$ cat src/hdl/tksb_pkg.sv
`timescale 1ns / 1ps
// ----------------------------------------------------------------------------
// tksb_pkg: shared types and constants of the top-k score board
// Field widths, command codes, cell operations and controller states.
// ----------------------------------------------------------------------------
package tksb_pkg;

    localparam int PLAYER_W = 32;
    localparam int SCORE_W  = 64;
    localparam int RANK_W   = 6;

    // input command codes
    localparam logic CMD_INSERT = 1'b0;
    localparam logic CMD_CLEAR  = 1'b1;

    // contents of one board position
    typedef struct packed {
        logic                valid;
        logic [PLAYER_W-1:0] player;
        logic [SCORE_W-1:0]  score;
    } t_cell_data;

    // operation broadcast to every cell
    typedef enum logic [1:0] {
        OP_HOLD,
        OP_INSERT,
        OP_CLEAR,
        OP_ROTATE
    } t_cell_op;

    // broadcast control bundle
    typedef struct packed {
        t_cell_op            op;
        logic [PLAYER_W-1:0] new_player;
        logic [SCORE_W-1:0]  new_score;
    } t_cell_ctl;

    typedef enum logic {
        ST_IDLE,
        ST_EMIT
    } t_state;

endpackage

$ cat src/hdl/tksb_cell.sv
`timescale 1ns / 1ps
// ----------------------------------------------------------------------------
// tksb_cell: one board position
// Holds an entry, compares it with a broadcast new score, and on insert
// keeps, takes the new entry or takes its upper neighbor. On rotate it
// takes its lower neighbor so the board streams out through cell 0; on clear it empties.
// ----------------------------------------------------------------------------
module tksb_cell
    import tksb_pkg::*;
(
    input  logic       i_clk,
    input  logic       i_rst_n,
    input  t_cell_ctl  i_ctl,
    input  t_cell_data i_prev_data,
    input  logic       i_prev_keep,
    input  t_cell_data i_next_data,
    output t_cell_data o_data,
    output logic       o_keep
);

    t_cell_data r_data;
    t_cell_data n_data;

    // entry stays in place when it ranks at or above the new score
    assign o_keep = r_data.valid && (r_data.score >= i_ctl.new_score);
    assign o_data = r_data;

    // next contents
    always_comb begin
        n_data = r_data;
        case (i_ctl.op)
            OP_INSERT: begin
                if (o_keep) begin
                    n_data = r_data;
                end else if (i_prev_keep) begin
                    n_data.valid  = 1'b1;
                    n_data.player = i_ctl.new_player;
                    n_data.score  = i_ctl.new_score;
                end else begin
                    n_data = i_prev_data;
                end
            end
            OP_CLEAR:  n_data = '0;
            OP_ROTATE: n_data = i_next_data;
            default:   n_data = r_data;
        endcase
    end

    // storage, board empty after reset
    always_ff @(posedge i_clk) begin
        if (!i_rst_n) begin
            r_data <= '0;
        end else begin
            r_data <= n_data;
        end
    end

endmodule

$ cat src/hdl/top_k_score_board.sv
`timescale 1ns / 1ps
// ----------------------------------------------------------------------------
// top_k_score_board: sorted board of the highest scores
// A row of cells keeps up to KEEP_COUNT entries in descending score order;
// ties keep the older entry first. After every transaction the whole board
// streams out, one rank per result.
// ----------------------------------------------------------------------------
// channel | dir | handshake          | payload
// --------+-----+--------------------+---------------------------------------
// input   | in  | i_valid / o_stall  | i_command, i_player_id, i_score
// result  | out | o_valid / i_stall  | o_rank, o_entry_valid, o_entry_player,
//         |     |                    | o_entry_score, o_last
//
// an input transaction updates all cells at once, then KEEP_COUNT
// results follow, one per cycle while i_stall is low, by rotating the
// cell row through cell 0.
// o_stall is high while a board run is being emitted.
// synchronous active-low reset empties the board.
// an output stall freezes the rotation; the result register holds its data.
// ----------------------------------------------------------------------------
module top_k_score_board
    import tksb_pkg::*;
#(
    parameter int KEEP_COUNT = 11
) (
    input  logic                i_clk,
    input  logic                i_rst_n,
    input  logic                i_valid,
    output logic                o_stall,
    input  logic                i_command,
    input  logic [PLAYER_W-1:0] i_player_id,
    input  logic [SCORE_W-1:0]  i_score,
    output logic                o_valid,
    input  logic                i_stall,
    output logic [RANK_W-1:0]   o_rank,
    output logic                o_entry_valid,
    output logic [PLAYER_W-1:0] o_entry_player,
    output logic [SCORE_W-1:0]  o_entry_score,
    output logic                o_last
);

    localparam int CNT_W = (KEEP_COUNT > 1) ? $clog2(KEEP_COUNT) : 1;
    localparam logic [CNT_W-1:0] LAST_CNT = CNT_W'(KEEP_COUNT - 1);

    t_state r_state;
    t_state n_state;

    logic [CNT_W-1:0]    r_cnt;
    logic                r_out_valid;
    logic [RANK_W-1:0]   r_rank;
    logic                r_entry_valid;
    logic [PLAYER_W-1:0] r_entry_player;
    logic [SCORE_W-1:0]  r_entry_score;
    logic                r_last;

    logic       w_accept;
    logic       w_load_out;
    t_cell_ctl  w_ctl;
    t_cell_data w_cell [KEEP_COUNT];
    logic       w_keep [KEEP_COUNT];

    assign o_stall    = (r_state != ST_IDLE);
    assign w_accept   = i_valid && (r_state == ST_IDLE);
    assign w_load_out = (r_state == ST_EMIT) && (!r_out_valid || !i_stall);

    // next state
    always_comb begin
        n_state = r_state;
        case (r_state)
            ST_IDLE: if (w_accept) n_state = ST_EMIT;
            ST_EMIT: if (w_load_out && (r_cnt == LAST_CNT)) n_state = ST_IDLE;
            default: n_state = ST_IDLE;
        endcase
    end

    // cell control
    always_comb begin
        w_ctl.new_player = i_player_id;
        w_ctl.new_score  = i_score;
        case (r_state)
            ST_IDLE: begin
                if (!w_accept) begin
                    w_ctl.op = OP_HOLD;
                end else if (i_command == CMD_CLEAR) begin
                    w_ctl.op = OP_CLEAR;
                end else begin
                    w_ctl.op = OP_INSERT;
                end
            end
            ST_EMIT: w_ctl.op = w_load_out ? OP_ROTATE : OP_HOLD;
            default: w_ctl.op = OP_HOLD;
        endcase
    end

    // state and result counter
    always_ff @(posedge i_clk) begin
        if (!i_rst_n) begin
            r_state <= ST_IDLE;
            r_cnt   <= '0;
        end else begin
            r_state <= n_state;
            if (w_accept) begin
                r_cnt <= '0;
            end else if (w_load_out) begin
                r_cnt <= r_cnt + CNT_W'(1);
            end
        end
    end

    // row of cells, cell 0 is rank 0
    for (genvar g = 0; g < KEEP_COUNT; g++) begin : g_cell
        localparam int PREV = (g == 0) ? 0 : g - 1;
        localparam int NEXT = (g == KEEP_COUNT - 1) ? 0 : g + 1;
        tksb_cell u_cell (
            .i_clk       (i_clk),
            .i_rst_n     (i_rst_n),
            .i_ctl       (w_ctl),
            .i_prev_data ((g == 0) ? '0 : w_cell[PREV]),
            .i_prev_keep ((g == 0) ? 1'b1 : w_keep[PREV]),
            .i_next_data (w_cell[NEXT]),
            .o_data      (w_cell[g]),
            .o_keep      (w_keep[g])
        );
    end

    // result register, empty positions read as zero
    always_ff @(posedge i_clk) begin
        if (!i_rst_n) begin
            r_out_valid <= 1'b0;
        end else if (w_load_out) begin
            r_out_valid <= 1'b1;
        end else if (!i_stall) begin
            r_out_valid <= 1'b0;
        end
    end

    always_ff @(posedge i_clk) begin
        if (w_load_out) begin
            r_rank         <= RANK_W'(r_cnt);
            r_entry_valid  <= w_cell[0].valid;
            r_entry_player <= w_cell[0].valid ? w_cell[0].player : '0;
            r_entry_score  <= w_cell[0].valid ? w_cell[0].score : '0;
            r_last         <= (r_cnt == LAST_CNT);
        end
    end

    assign o_valid        = r_out_valid;
    assign o_rank         = r_rank;
    assign o_entry_valid  = r_entry_valid;
    assign o_entry_player = r_entry_player;
    assign o_entry_score  = r_entry_score;
    assign o_last         = r_last;

    // board shape check: no gaps and descending scores
    logic w_board_bad;
    always_comb begin
        w_board_bad = 1'b0;
        for (int i = 1; i < KEEP_COUNT; i++) begin
            if (w_cell[i].valid && !w_cell[i-1].valid) begin
                w_board_bad = 1'b1;
            end
            if (w_cell[i].valid && (w_cell[i].score > w_cell[i-1].score)) begin
                w_board_bad = 1'b1;
            end
        end
    end

    a_board_sorted: assert property (@(posedge i_clk) disable iff (!i_rst_n)
        (r_state == ST_IDLE) |-> !w_board_bad)
        else $error("board out of order or has a gap");

    a_run_start: assert property (@(posedge i_clk) disable iff (!i_rst_n)
        w_accept |=> (r_state == ST_EMIT) && (r_cnt == '0))
        else $error("board run did not start at rank zero");

    a_last_rank: assert property (@(posedge i_clk) disable iff (!i_rst_n)
        (o_valid && o_last) |-> (o_rank == RANK_W'(KEEP_COUNT - 1)))
        else $error("last flag on wrong rank");

    a_empty_zero: assert property (@(posedge i_clk) disable iff (!i_rst_n)
        (o_valid && !o_entry_valid) |-> (o_entry_score == '0) && (o_entry_player == '0))
        else $error("empty position carries data");

endmodule
$ cat config.mk
export PLATFORM = sky130hd
export DESIGN_NAME = top_k_score_board
export DESIGN_NICKNAME = d
export VERILOG_FILES = /design/src/hdl/tksb_pkg.sv /design/src/hdl/tksb_cell.sv /design/src/hdl/top_k_score_board.sv
export SDC_FILE = /design/constraint.sdc
export NUM_CORES = 2
export LEC_CHECK = 0
export BUFFER_PORTS_ARGS = -buffer_cell sky130_fd_sc_hd__clkbuf_2
export CAP_MARGIN = 20
export CORE_MARGIN = 5
export CORE_UTILIZATION = 30
export CTS_CLUSTER_SIZE = 10
export DETAILED_ROUTE_END_ITERATION = 10
export GPL_TIMING_DRIVEN = 0
export SLEW_MARGIN = 5
export SYNTH_ARGS = -nofsm -noshare
export SYNTH_HDL_FRONTEND = slang
export SYNTH_HIERARCHICAL = 1
export SYNTH_SLANG_ARGS = --single-unit
export TNS_END_PERCENT = 5
$ cat constraint.sdc
create_clock -name i_clk -period 4 [get_ports i_clk]
set_clock_uncertainty 0.15 [all_clocks]
set_input_delay 0.4 -clock i_clk [delete_from_list [all_inputs] [get_ports i_clk]]
set_output_delay 0.4 -clock i_clk [all_outputs]
set_load 0.05 [all_outputs]
==> impl_results.md <==
* Row cnt at 196
* WHS at roughly 0.066 ns
* Relative slew slack at a little over a quarter
* Register Area at roughly 25,000 um^2
* GR Util All Layers at a little over a fifth
* Clk slew on worst S/H paths at ~0.060 ns
* # setup viols final at 44
* CP Launch Point: g_cell[10].u_cell/o_data[15]
* Fin nets at approximately 12,000
* Per-cell routed wire length at around 22 um
* Area of the multi-input gates at ~56,000 um^2
* Largest net degree at the start of global routing at 66
* Worst-path cell chain: ha_1, nand4_1, nor3_2, or4b_1, a31oi_4, nor3_1, o31ai_1, buf_6, buf_8, buf_12, mux2i_1
* Hpwl dp at around 260 mm
* Cells after Synth at between 10,000 and 15,000
* I/O Pins at 207
* Vias per inst at about 5.2
* Slew Viols, Final at 0
* H-Tree Depth at 4
* DR vias at about 80,000
* CTS Root Cell: clkbuf_16
* Reg2Reg Launch Point: g_cell[10].u_cell/o_data[15]
* PD cells at 311 nW/um^2
* DRC viols at 0
* Port bufs at between 200 and 250
* Die height at 544 um
* Initial antenna violation count at 41
* Initial core utilization at between 30% and 40%
* Fin crit period at 4.04 ns
* Pleak at around 38 nW
* Failing checks: negative setup slack
* Drt pass-1 iters at 6
* TritonCTS clock tree: done
* Max incr delay on CP at 0.60 ns
* Clock Sinks at around 1,200
* Vias in the first global route at ~74,000
* Die W at ~540 um
* CP arrival at ~4.6 ns
* Unrepaired setup endpoints after global routing: yes
* Area grow syn2layout at 15.8%
* Crit end category: flop
* Place WS at -3.49 ns
* Layout cell share with drive strength beyond 1 at 7.76%
* Global placer's final weighted congestion at about 0.96
* Initial drt markers at a little over 8,000
* First-pass GRT wire length at roughly 500 mm
* Worst Max-Slew Pin Slew at 1.09 ns
* Average cell area after synthesis at around 8 um^2
* Worst r2r path cells at 11
* Setup WS post-layout at -0.0445 ns
* Fin util at between 30% and 40%
* GRT met1 Usage at between 20 and 30%
* Total grt overflow at 0
* R2r setup slk at -0.04 ns
* Final Hold Fails at 0
* Final worst path period share at 101%
* Clock Path Buffers at 3
* Fillers at roughly 30,000
* Worst hold path type: in -> reg
* Max Cap Violations at 0
* Clk_lat worst skew at about 0.81 ns
* Power, Total at 0.0309 W
* Max Freq at between 200 and 250 MHz
* Remaining antenna violation count at 0
* Grt peak-use layer: met2
* GR met2 Demand/Resource at between 30% and 40%
* Mapped Area at 85,600 um^2
* Status: complete, but fails checks
* CP Max Fanout at 10
* Worst setup path endpoint: g_cell[10].u_cell/o_data[5]
* RR Endpoint: g_cell[10].u_cell/o_data[5]
* Worst Path Required at 4.59 ns
* Yosys Warn Count at 6
* Die footprint at 296,000 um^2
* CP startpoint kind: flop
* Core Footprint at 285,000 um^2
* Met3 usage at around 4.9%
* Cts bufs inserted at around 150
* Slowest CP cell: or4b_1
* Crit path kind: reg -> reg
* Maximum VDD drop at 489 uV
* Routed wire length at between 300 and 400 mm
==> cell type report <==
| cell class | instances | share of cell area [%] |
|---|---|---|
| clock buffers | 227 | 4.26 |
| inverters | 730 | 2.76 |
| repair buffers | 292 | 2.20 |
| well taps | 3762 | 4.75 |
| clock inverters | 23 | 0.230 |
| flip-flops and latches | 1175 | 24.8 |
| multi-input cells | 8434 | 56.5 |
| diodes | 18 | 0.0454 |
| plain buffers | 723 | 4.49 |
==> registers in the layout (all words and copies together), names as in the netlist <==
signal and flops:
o_valid 1, o_stall 1, o_entry_valid 1, r_cnt 4, g_cell.u_cell/o_data 1067, o_entry_score 64
o_rank 4, o_last 1, o_entry_player 32
==> critical path, delay by kind of cell, from the launching register on <==
kind / cells / cell delay, ns
AO/OA/AOI/OAI: 2 / 0.81
adder cells (fa/ha/maj): 1 / 0.32
buffers and inverters: 3 / 0.81
flip-flops: 1 / 0.34
multiplexers: 1 / 0.20
AND/OR/NAND/NOR: 4 / 1.29
==> timing repair <==
item,4_1_cts,5_1_grt
hold buffers,2,0
resized for setup,396,238
pin swaps,26,32
endpoints found under the hold margin,6,0
gates cloned,0,2
endpoints found under the setup margin,1067,813
setup buffers,15,34
==> stage by stage <==
stage	cells	cell area (um^2)	TNS, ns
after floorplan	11078	86000	0
after global placement	15044	91700	-2835.74
after detailed placement	15080	92400	-2346.48
after CTS	15334	98100	-0.240
after global routing	15368	99100	-5.19
final	15384	99100	-0.590
==> layout by cell type (no fill, tap or decap), drive strengths merged, types with 46 or more instances in the layout <==
| cell | count |
|---|---|
| a21o | 46 |
| a21oi | 268 |
| and2 | 117 |
| buf | 306 |
| clkbuf | 934 |
| conb | 100 |
| dfxtp | 1073 |
| edfxtp | 102 |
| ha | 706 |
| inv | 735 |
| mux2i | 2123 |
| nand2 | 3356 |
| nand3 | 68 |
| nand4 | 110 |
| nor2 | 79 |
| o21ai | 1166 |
==> routing by layer <==
layer	share of wire (%)	wire [um]
met1	44	150000
met2	42	142000
met3	8.8	29700
met4	5.2	17600
met5	0.067	227
==> power breakdown <==
part | internal [W] | total, W | switching, W
Clock | 0.00730 | 0.0130 | 0.00565
Combinational | 0.00172 | 0.00550 | 0.00378
Sequential | 0.0121 | 0.0124 | 0.000317
Total | 0.0211 | 0.0309 | 0.00974
==> how the worst min path moves through the flow <==
stage | from | endpoint | slack, ns | depth (start not counted)
floorplan | r_cnt[3] | o_rank[3] | 0.27 | 0
global placement | r_cnt[2] | o_rank[2] | 0.29 | 0
detailed placement | r_cnt[3] | o_rank[3] | 0.30 | 0
CTS | i_player_id[4] | g_cell[0].u_cell/o_data[68] | 0.02 | 5
global route | i_player_id[1] | g_cell[1].u_cell/o_data[65] | 0.06 | 5
finish | i_player_id[4] | g_cell[0].u_cell/o_data[68] | 0.07 | 5
(Power assumes the default switching activity.)
